**config.mk**
```make
export PLATFORM = sky130hd
export DESIGN_NAME = json_string_unescape_decoder
export DESIGN_NICKNAME = d
export VERILOG_FILES = /design/src/sv/jsud_pkg.sv /design/src/sv/jsud_front.sv /design/src/sv/jsud_fifo.sv /design/src/sv/jsud_back.sv /design/src/sv/json_string_unescape_decoder.sv
export VERILOG_INCLUDE_DIRS = /design/src /design/src/sv
export SDC_FILE = /design/constraint.sdc
export NUM_CORES = 1
export LEC_CHECK = 0
export BUFFER_PORTS_ARGS = -buffer_cell sky130_fd_sc_hd__buf_4
export CAP_MARGIN = 10
export CORE_ASPECT_RATIO = 0.75
export CORE_UTILIZATION = 63
export CTS_CLUSTER_SIZE = 10
export DETAILED_ROUTE_END_ITERATION = 6
export PLACE_DENSITY = 0.81
export SYNTH_ARGS = -nofsm -noshare
export SYNTH_HDL_FRONTEND = slang
export SYNTH_SLANG_ARGS = --single-unit
```
**constraint.sdc**
```tcl
create_clock -name i_clk -period 6.3 [get_ports i_clk]
set_input_delay 1.26 -clock i_clk [delete_from_list [all_inputs] [get_ports i_clk]]
set_output_delay 1.26 -clock i_clk [all_outputs]
set_load 0.01 [all_outputs]
```
**src/sv/assert_macros.svh**
```systemverilog
// Assertion macros shared by the decoder modules.
`ifndef ASSERT_MACROS_SVH
`define ASSERT_MACROS_SVH

// Clocked check, disabled while reset is asserted.
`define JSUD_ASSERT(lbl, clk, rst_n, prop, msg) \
    lbl: assert property (@(posedge clk) disable iff (!rst_n) prop) else $error(msg);

// Clocked check that also holds during reset.
`define JSUD_ASSERT_ALWAYS(lbl, clk, prop, msg) \
    lbl: assert property (@(posedge clk) prop) else $error(msg);

`endif

```
**src/sv/jsud_pkg.sv**
```systemverilog
// Types, constants and helper functions of the JSON string unescape decoder.
package jsud_pkg;

    localparam int QUEUE_DEPTH = 4;
    localparam int MAX_BYTES   = 6;

    localparam logic [7:0] CH_BSLASH = 8'h5C;
    localparam logic [7:0] CH_LOW_U  = 8'h75;
    localparam logic [7:0] CH_LOW_N  = 8'h6E;
    localparam logic [7:0] CH_LOW_R  = 8'h72;
    localparam logic [7:0] CH_LOW_T  = 8'h74;
    localparam logic [7:0] CH_LF     = 8'h0A;
    localparam logic [7:0] CH_CR     = 8'h0D;
    localparam logic [7:0] CH_TAB    = 8'h09;

    typedef enum logic [1:0] {
        MODE_TEXT = 2'd0,
        MODE_ESC  = 2'd1,
        MODE_HEX  = 2'd2
    } t_mode;

    typedef struct packed {
        logic [2:0]                 count;
        logic [MAX_BYTES-1:0][7:0]  bytes;
        logic                       last;
    } t_cmd;

    typedef struct packed {
        logic full;
        logic empty;
    } t_q_stat;

    function automatic logic [4:0] hex_decode(input logic [7:0] b);
        logic [4:0] r;
        r = 5'd0;
        if (b >= 8'h30 && b <= 8'h39) begin
            r = {1'b1, 4'(b - 8'h30)};
        end else if (b >= 8'h61 && b <= 8'h66) begin
            r = {1'b1, 4'(b - 8'h57)};
        end else if (b >= 8'h41 && b <= 8'h46) begin
            r = {1'b1, 4'(b - 8'h37)};
        end
        return r;
    endfunction

endpackage

```
**src/sv/jsud_front.sv**
```systemverilog
// Front end: accepts raw bytes, tracks escape state and builds output commands.
module jsud_front
    import jsud_pkg::*;
(
    input  logic       i_clk,
    input  logic       i_rst_n,
    input  logic       i_valid,
    input  logic [7:0] i_byte,
    input  logic       i_last,
    input  logic       i_full,
    output logic       o_stall,
    output logic       o_push,
    output t_cmd       o_cmd
);

    t_mode       r_mode, n_mode;
    logic [1:0]  r_digits, n_digits;
    logic [11:0] r_accum, n_accum;
    logic [7:0]  r_held [3];

    logic        accept;
    logic        hex_ok;
    logic [3:0]  hex_val;
    logic [15:0] cp;
    logic        is_bslash;
    t_cmd        cmd;

    assign {hex_ok, hex_val} = hex_decode(i_byte);
    assign cp        = {r_accum, hex_val};
    assign is_bslash = (i_byte == CH_BSLASH);
    assign accept    = i_valid && !i_full;

    always_comb begin
        n_mode   = r_mode;
        n_digits = r_digits;
        n_accum  = r_accum;
        case (r_mode)
            MODE_ESC: begin
                n_mode = MODE_TEXT;
                if (i_byte == CH_LOW_U && !i_last) begin
                    n_mode   = MODE_HEX;
                    n_digits = 2'd0;
                    n_accum  = '0;
                end
            end
            MODE_HEX: begin
                if (hex_ok && r_digits == 2'd3) begin
                    n_mode   = MODE_TEXT;
                    n_digits = 2'd0;
                    n_accum  = '0;
                end else if (hex_ok && !i_last) begin
                    n_accum  = {r_accum[7:0], hex_val};
                    n_digits = r_digits + 2'd1;
                end else begin
                    n_digits = 2'd0;
                    n_accum  = '0;
                    n_mode   = (is_bslash && !i_last) ? MODE_ESC : MODE_TEXT;
                end
            end
            default: begin
                n_mode = (is_bslash && !i_last) ? MODE_ESC : MODE_TEXT;
            end
        endcase
        if (i_last) begin
            n_mode   = MODE_TEXT;
            n_digits = 2'd0;
            n_accum  = '0;
        end
    end

    always_comb begin
        logic [2:0] cnt;
        cnt       = 3'd0;
        cmd       = '0;
        cmd.last  = i_last;
        case (r_mode)
            MODE_ESC: begin
                if (i_byte == CH_LOW_U) begin
                    if (i_last) begin
                        cmd.bytes[cnt] = CH_BSLASH; cnt = cnt + 3'd1;
                        cmd.bytes[cnt] = CH_LOW_U;  cnt = cnt + 3'd1;
                    end
                end else if (i_byte == CH_LOW_N) begin
                    cmd.bytes[cnt] = CH_LF; cnt = cnt + 3'd1;
                end else if (i_byte == CH_LOW_R) begin
                    cmd.bytes[cnt] = CH_CR; cnt = cnt + 3'd1;
                end else if (i_byte == CH_LOW_T) begin
                    cmd.bytes[cnt] = CH_TAB; cnt = cnt + 3'd1;
                end else begin
                    cmd.bytes[cnt] = i_byte; cnt = cnt + 3'd1;
                end
            end
            MODE_HEX: begin
                if (hex_ok && r_digits == 2'd3) begin
                    if (cp[15:7] == '0) begin
                        cmd.bytes[cnt] = cp[7:0]; cnt = cnt + 3'd1;
                    end else if (cp[15:11] == '0) begin
                        cmd.bytes[cnt] = {3'b110, cp[10:6]}; cnt = cnt + 3'd1;
                        cmd.bytes[cnt] = {2'b10, cp[5:0]};   cnt = cnt + 3'd1;
                    end else begin
                        cmd.bytes[cnt] = {4'b1110, cp[15:12]}; cnt = cnt + 3'd1;
                        cmd.bytes[cnt] = {2'b10, cp[11:6]};    cnt = cnt + 3'd1;
                        cmd.bytes[cnt] = {2'b10, cp[5:0]};     cnt = cnt + 3'd1;
                    end
                end else if (!(hex_ok && !i_last)) begin
                    cmd.bytes[cnt] = CH_BSLASH; cnt = cnt + 3'd1;
                    cmd.bytes[cnt] = CH_LOW_U;  cnt = cnt + 3'd1;
                    for (int k = 0; k < 3; k++) begin
                        if (2'(k) < r_digits) begin
                            cmd.bytes[cnt] = r_held[k]; cnt = cnt + 3'd1;
                        end
                    end
                    if (!(is_bslash && !i_last)) begin
                        cmd.bytes[cnt] = i_byte; cnt = cnt + 3'd1;
                    end
                end
            end
            default: begin
                if (!(is_bslash && !i_last)) begin
                    cmd.bytes[cnt] = i_byte; cnt = cnt + 3'd1;
                end
            end
        endcase
        cmd.count = cnt;
    end

    always_ff @(posedge i_clk) begin
        if (!i_rst_n) begin
            r_mode   <= MODE_TEXT;
            r_digits <= 2'd0;
            r_accum  <= '0;
        end else if (accept) begin
            r_mode   <= n_mode;
            r_digits <= n_digits;
            r_accum  <= n_accum;
        end
    end

    always_ff @(posedge i_clk) begin
        if (accept && r_mode == MODE_HEX && hex_ok && !i_last && r_digits != 2'd3) begin
            r_held[r_digits] <= i_byte;
        end
    end

    assign o_stall = i_full;
    assign o_push  = accept && (cmd.count != 3'd0);
    assign o_cmd   = cmd;

endmodule

```
**src/sv/jsud_fifo.sv**
```systemverilog
// Command queue between the front end and the byte serializer.
module jsud_fifo
    import jsud_pkg::*;
#(
    parameter int DEPTH = QUEUE_DEPTH
)(
    input  logic    i_clk,
    input  logic    i_rst_n,
    input  logic    i_push,
    input  t_cmd    i_cmd,
    input  logic    i_pop,
    output t_cmd    o_head,
    output t_q_stat o_stat
);

`include "assert_macros.svh"

    localparam int PTR_W = (DEPTH > 1) ? $clog2(DEPTH) : 1;
    localparam int CNT_W = $clog2(DEPTH + 1);

    t_cmd             r_mem [DEPTH];
    logic [PTR_W-1:0] r_wptr, r_rptr;
    logic [CNT_W-1:0] r_cnt;

    logic do_push, do_pop;

    assign o_stat.full  = (r_cnt == CNT_W'(DEPTH));
    assign o_stat.empty = (r_cnt == '0);
    assign do_push      = i_push && !o_stat.full;
    assign do_pop       = i_pop && !o_stat.empty;
    assign o_head       = r_mem[r_rptr];

    function automatic logic [PTR_W-1:0] ptr_inc(input logic [PTR_W-1:0] p);
        return (p == PTR_W'(DEPTH - 1)) ? '0 : p + PTR_W'(1);
    endfunction

    always_ff @(posedge i_clk) begin
        if (!i_rst_n) begin
            r_wptr <= '0;
            r_rptr <= '0;
            r_cnt  <= '0;
        end else begin
            if (do_push) r_wptr <= ptr_inc(r_wptr);
            if (do_pop)  r_rptr <= ptr_inc(r_rptr);
            if (do_push && !do_pop)      r_cnt <= r_cnt + CNT_W'(1);
            else if (do_pop && !do_push) r_cnt <= r_cnt - CNT_W'(1);
        end
    end

    always_ff @(posedge i_clk) begin
        if (do_push) r_mem[r_wptr] <= i_cmd;
    end

    `JSUD_ASSERT(a_no_overflow, i_clk, i_rst_n, !(i_push && o_stat.full), "push into full queue")
    `JSUD_ASSERT(a_count_range, i_clk, i_rst_n, r_cnt <= CNT_W'(DEPTH), "queue count out of range")
    `JSUD_ASSERT(a_push_fills, i_clk, i_rst_n, (do_push && !do_pop) |=> !o_stat.empty, "push lost")

endmodule

```
**src/sv/jsud_back.sv**
```systemverilog
// Back end: walks the head command and hands out one decoded byte per beat.
module jsud_back
    import jsud_pkg::*;
(
    input  logic       i_clk,
    input  logic       i_rst_n,
    input  t_cmd       i_head,
    input  t_q_stat    i_stat,
    input  logic       i_stall,
    output logic       o_pop,
    output logic       o_valid,
    output logic [7:0] o_byte,
    output logic       o_run_last,
    output logic       o_string_done
);

`include "assert_macros.svh"

    logic [2:0] r_idx;
    logic       beat;
    logic       at_end;

    assign at_end        = ((r_idx + 3'd1) == i_head.count);
    assign beat          = o_valid && !i_stall;
    assign o_valid       = !i_stat.empty;
    assign o_byte        = i_head.bytes[r_idx];
    assign o_run_last    = at_end;
    assign o_string_done = at_end && i_head.last;
    assign o_pop         = beat && at_end;

    always_ff @(posedge i_clk) begin
        if (!i_rst_n) begin
            r_idx <= 3'd0;
        end else if (beat) begin
            r_idx <= at_end ? 3'd0 : r_idx + 3'd1;
        end
    end

    `JSUD_ASSERT(a_idx_in_cmd, i_clk, i_rst_n, o_valid |-> (r_idx < i_head.count), "index past command")
    `JSUD_ASSERT(a_no_empty_cmd, i_clk, i_rst_n, o_valid |-> (i_head.count != 3'd0), "empty command queued")
    `JSUD_ASSERT(a_head_holds, i_clk, i_rst_n, (beat && !at_end) |=> $stable(i_head), "head changed mid-command")

endmodule

```
**src/sv/json_string_unescape_decoder.sv**
```systemverilog
// Top level of the JSON string unescape decoder (raw string body to UTF-8 bytes).
//
//  channel | valid       | stall       | payload
//  --------+-------------+-------------+--------------------------------------
//  in      | i_in_valid  | o_in_stall  | i_in_byte, i_in_last
//  out     | o_out_valid | i_out_stall | o_out_byte, o_out_run_last, o_out_string_done
//
// One raw byte is taken per cycle while the command queue has room.
// A byte that yields k decoded bytes (0 to 6) holds the output port for k beats;
// the single output port draining the queue sets the sustained rate.
// An input byte's decoded bytes reach the output through the registered command queue.
// Reset is synchronous, with no clearing pass.
// Output stall backs up the queue, and o_in_stall rises once the queue is full.
module json_string_unescape_decoder
    import jsud_pkg::*;
#(
    parameter int DEPTH = QUEUE_DEPTH
)(
    input  logic       i_clk,
    input  logic       i_rst_n,
    input  logic       i_in_valid,
    output logic       o_in_stall,
    input  logic [7:0] i_in_byte,
    input  logic       i_in_last,
    output logic       o_out_valid,
    input  logic       i_out_stall,
    output logic [7:0] o_out_byte,
    output logic       o_out_run_last,
    output logic       o_out_string_done
);

    logic    push, pop;
    t_cmd    cmd, head;
    t_q_stat stat;

    jsud_front u_front (
        .i_clk   (i_clk),
        .i_rst_n (i_rst_n),
        .i_valid (i_in_valid),
        .i_byte  (i_in_byte),
        .i_last  (i_in_last),
        .i_full  (stat.full),
        .o_stall (o_in_stall),
        .o_push  (push),
        .o_cmd   (cmd)
    );

    jsud_fifo #(.DEPTH(DEPTH)) u_fifo (
        .i_clk   (i_clk),
        .i_rst_n (i_rst_n),
        .i_push  (push),
        .i_cmd   (cmd),
        .i_pop   (pop),
        .o_head  (head),
        .o_stat  (stat)
    );

    jsud_back u_back (
        .i_clk         (i_clk),
        .i_rst_n       (i_rst_n),
        .i_head        (head),
        .i_stat        (stat),
        .i_stall       (i_out_stall),
        .o_pop         (pop),
        .o_valid       (o_out_valid),
        .o_byte        (o_out_byte),
        .o_run_last    (o_out_run_last),
        .o_string_done (o_out_string_done)
    );

endmodule
```
## Word-level counts from Yosys, hierarchy flattened

Memory sizes are Yosys's and may differ from the RTL's. A register that Yosys moved wholly into a read port is not among the register bits.
Cells that the tools add are included.

| storage, ports and cells | value |
|---|---|
| latch bits | 0 |
| memories | 2 |
| output and inout port bits | 12 |
| RAM bits | 232 |
| logic and storage cells | 181 |
| register bits after elaboration | 26 |
| input port bits | 13 |
| memory bits (read-only) | 0 |

Memories:

| name | depth | width | rd ports | clocked after Yosys merged registers in | write ports | RTL line | RTL |
|---|---|---|---|---|---|---|---|
| u_fifo.r_mem | 4 | 52 | 1 | 1 | 1 | jsud_fifo.sv:21 | `t_cmd r_mem [DEPTH];` |
| u_front.r_held | 3 | 8 | 3 | 0 | 1 | jsud_front.sv:19 | `logic [7:0] r_held [3];` |

| cells by class | value |
|---|---|
| equality and inequality tests | 15 |
| div/mod/pow operators | 0 |
| magnitude comparators | 16 |
| multiplexer cells | 92 |
| shift operators | 0 |
| multipliers | 0 |
| reduce and logical (&&, ||, !) cells | 37 |
| bitwise logic cells | 0 |
| add/sub/neg operators | 12 |

Operators by type and width:

| cell | count |
|---|---|
| $mux 48 | 10 |
| $bwmux 48 | 3 |
| $mux 8 | 15 |
| $demux 8 s3 | 3 |
| $mux 3 | 18 |
| $mux 12 | 4 |
| $mux 24 | 2 |
| $eq 8x7->1 const B | 5 |
| $mux 32 | 1 |
| $pmux 8 s2 | 2 |
| $mux 2 | 14 |
| $bmux 8 s3 | 1 |
| $pmux 12 s2 | 1 |
| $logic_and 1x1->1 | 23 |
| $ge 8x7->1 const B | 2 |
| $le 8x7->1 const B | 2 |
| $lt 3x4->1 const B | 4 |
| $mux 16 | 1 |
| $add 3x1->3 const B | 5 |
| $mux 15 | 1 |
| $mux 5 | 3 |
| $mux 14 | 1 |
| $ge 3x1->1 const B | 3 |
| $logic_not 9->1 | 1 |
| 26 further kinds | 47 |

## Logic depth before layout (Yosys ltp)

| logic depth | value |
|---|---|
| depth in word-level cells | 31 |
| mapped depth | 17 |
| depth with buffers taken out | 14 |

## Cells and area by module

Synthesis repeated with hierarchy kept, for this count alone.

| unflattened totals | value |
|---|---|
| cell total of the unflattened synthesis | 831 |
| area, all modules | 12281.8 µm² |

By module, submodules not included:

| module | times used | sequential area each (µm²) | area each (µm²) | cells an instance |
|---|---|---|---|---|
| jsud_fifo | 1 | 6426.2 | 8045.2 | 323 |
| jsud_front | 1 | 1041.0 | 3611.0 | 446 |
| jsud_back | 1 | 60.1 | 625.6 | 62 |

## Worst setup path after synthesis

No wires, ideal clock.

| path | value |
|---|---|
| kind | input -> register |
| start point | in i_in_byte[1] |
| end point | mem u_fifo.r_mem[0][0] in the netlist's numbering, enable pin |
| path buffers | 2 |
| data required time | 5.885 ns |
| cell stages on the path | 11 |
| path slack | 1.261 ns |
| arrival | 4.624 ns |
| library setup time | 0.415 ns |
| cells stage by stage | clkbuf_1 > inv_1 > ha_1 > o21bai_1 > o21ai_0 > nand3_1 > or4bb_1 > nand3_1 > o31a_1 > buf_6 > and2_1 |

RTL lines:

| item | RTL line | RTL |
|---|---|---|
| from (decl) | json_string_unescape_decoder.sv:23 | `input logic [7:0] i_in_byte,` |
| to (decl) | jsud_fifo.sv:21 |  |

==> results.md <==
* Hold worst-path end: u_front.r_mode[1]$_SDFFE_PN0P_
* ANT nets after route at 0
* Buffers on Ports at 24
* Wire length per cell at 26.87 µm
* R2r startpoint: u_front.r_digits[1]$_SDFFE_PN0P_
* CTS tree: built
* Ant. Diodes at 0
* Drt via density at 6.905
* Max Clock Skew at 0.01449 ns
* Top-area cell type share of the netlist area at 0.5781
* CTS Buffer Depth at 3
* Static Leak at 4.430 nW
* Post-Place Cell Area at 12400 µm²
* Synth Flop Type: edfxtp_1
* FF+latch count, synth at 260
* Synth async-reset ratio at 0
* Max Clock Freq at 216.1 MHz
* Routability Congestion at 0.9917
* Layout area overhead at 10.27%
* Reg-to-Reg End: u_fifo.r_mem[3][45]$_DFFE_PP_
* Die height at 121.8 µm
* Design area at 13290 µm²
* HPWL after DPL at 19960 µm
* Die area at 19690 µm²
* RSZ-0062 raised after global routing: false
* Slew Limit Fails at 0
* Hold Crit Start: u_front.r_mode[1]$_SDFFE_PN0P_
* Worst Setup SP: i_in_byte[0]
* IO Pins at 25
* Largest delay share family, worst path: simple AND/OR/NAND/NOR gates
* Grt total ovfl at 0
* Initial DRC Count at 1172
* Slew @ Worst Pin at 1.039 ns
* Worst min path class: flop to flop
* Critical Path RT at 6.48 ns
* VDD IR-drop max at 0.2477 mV
* CTS clock-pin slew for the worst setup and hold paths at 0.05 ns
* Total Wirelength at 30550 µm
* Initial Utilization at 0.6473
* GRT Util Overall at 0.3225
* Non-filler cells, final at 1137
* Level count of the clock H-tree at 1
* Die width at 161.7 µm
* Post-CTS sizing at 0
* Cell count after synthesis at 851
* DRC Markers at 0
* Layout cell share with drive strength beyond 1 at 0.1640
* Seq/Total Area, Yosys at 0.6246
* Synthesis Warnings at 0
* Syn Std Cell Area at 12050 µm²
* Via count at 7851
* Top cell type by total area after synthesis: edfxtp_1
* Num CTS Buffers at 30
* Crit-path cells: buf_4, inv_1, ha_1, o21bai_1, o21ai_0, nand3_1, or4bb_1, nand3_1, o31a_1, and2_2, buf_4
* Pre-CTS setup slack at 1.162 ns
* Drt pass-1 iters at 6
* Setup violation total in the final timing report at 0
* Setup WS post-layout at 1.672 ns
* CP arrival at 4.81 ns
* Slew headroom at 0.3011
* Hold Vio Cnt, Final at 0
* Period utilization at 0.7346
* Dpl cells at 1081
* Clock latency at the later pin of the worst-skew pair at 0.56 ns
* Global-route wire length before repair at 46250 µm
* Min cycle time layout at 4.628 ns
* Post-synth EDFFs at 232
* Clock root buffer: clkbuf_16
* Status: complete, no violations
* Synth Area per Inst at 14.16 µm²
* Hold Buf Count CTS at 0
* R2R setup slack at 2.23 ns
* Reg2Reg Depth at 10
* Synth top area cells: edfxtp_1 58%, mux4_2 11%, dfxtp_1 4.7%
* Clock sink count at 260
* Startpoint types: input port
* Initial antenna violation count at 0
* Pwr/cell area at 335.8 nW/µm²
* Hold Crit Depth at 2
* CP peak stage delay at 0.56 ns
* FP Rows at 43
* Syn Nets at 886
* Largest fanout on the critical path at 38
* Crit end category: flop
* Setup TNS at 0 ns
* Setup repair bufs after CTS at 0
* Synth cell types at 70
* Crit path kind: input port to flop
* Max-cap viol count at 0
* Core area at 18620 µm²
* CP Buf/Inv Count at 3
* Final net count at 901
* Via count of the first global-routing pass at 7578
* Highest-delay cell along the critical path: buf_4
* Largest net degree at the start of global routing at 40
* Filler instances at 1213
-- tightest hold or removal path, stage by stage (launching register included) --
cell and delay [ns]:
dfxtp_1 0.32, nand2_1 0.05, a21boi_0 0.06
-- how the worst max path moves through the flow --
stage,to,slack (ns),cells after the start
after floorplan,u_fifo.r_mem[0][0]$_DFFE_PP_,1.26,11
after global routing,u_fifo.r_cnt[2]$_SDFFE_PN0P_,1.42,15
after global placement,u_fifo.r_mem[1][4]$_DFFE_PP_,1.33,11
final,u_fifo.r_mem[3][45]$_DFFE_PP_,1.67,11
after CTS,o_out_string_done,1.71,7
after detailed placement,u_fifo.r_mem[3][12]$_DFFE_PP_,1.16,11
-- per-stage QoR --
stage,hold WS [ns],util,total power [W]
after floorplan,0.4578,-,0.002671
after global placement,0.4749,0.6661,0.002886
after detailed placement,0.4787,0.6661,0.002928
after CTS,0.4847,0.7138,0.004484
after global routing,0.5158,0.7138,0.004606
final,0.4820,0.7138,0.004462
-- synth_stat cells, types with 21 or more instances --
cell type	number
dfxtp_1	28
ha_1	21
o21ai_0	38
mux4_2	60
edfxtp_1	232
nand3_1	21
nor2_1	49
inv_1	29
a21oi_1	46
clkbuf_1	32
nand2_1	68
nor2b_1	23
-- registers in the layout (all words and copies together), names as in the netlist, named ones only --
name	cells
u_fifo.r_cnt	3
u_front.r_accum	12
u_fifo.r_wptr	2
u_fifo.r_mem	208
u_front.r_mode	2
u_front.r_digits	2
u_fifo.r_rptr	2
u_front.r_held	24
u_back.r_idx	3
-- final cells by class --
class                      count  area [µm²]  share of cell area
timing repair buffer          36       270.3             0.02034
clock buffer                  53       847.1             0.06375
tap                          247       309.0             0.02326
inverter                      29       108.9            0.008192
multi-input combinational    509        4179              0.3145
sequential                   260        7532              0.5669
clock inverter                 3       41.29            0.003107
-- cell usage in the layout (no fill, tap or decap), types with 21 or more instances in the layout --
cell and instances:
dfxtp_1 26, mux4_2 60, nand3_1 21, buf_4 36, nor2_1 49, edfxtp_1 232, inv_1 29, a21oi_1 46
o21ai_0 38, ha_1 21, clkbuf_1 22, nor2b_1 23, clkbuf_16 30, nand2_1 68
-- layer usage --
metal | up-vias | part of all wire | GRT usage
met5 | - | 0 | 0
met4 | 0 | 0.024 | 0.07429
met3 | 62 | 0.12 | 0.07252
met2 | 557 | 0.45 | 0.4898
met1 | 3882 | 0.41 | 0.4823
li1 | 3350 | - | -
-- power breakdown --
group          internal, W  switching [W]  total (W)
clock network     0.000906       0.000653    0.00156
registers          0.00204      0.0000937    0.00213
logic             0.000373       0.000400   0.000773
total              0.00331        0.00115    0.00446
-- kinds of logic (layout without fill, tap and decap cells) --
kind of cell,Yosys count,after routing,share of synthesized area
XOR/XNOR,9,9,0.006541
buffers and inverters,82,121,0.02897
AND/OR/NAND/NOR,226,226,0.09532
adder cells (fa/ha/maj),22,22,0.02347
multiplexers,77,77,0.1264
AO/OA/AOI/OAI,175,175,0.09469
flip-flops,260,260,0.6246
Power figures use the tool's default switching activity.
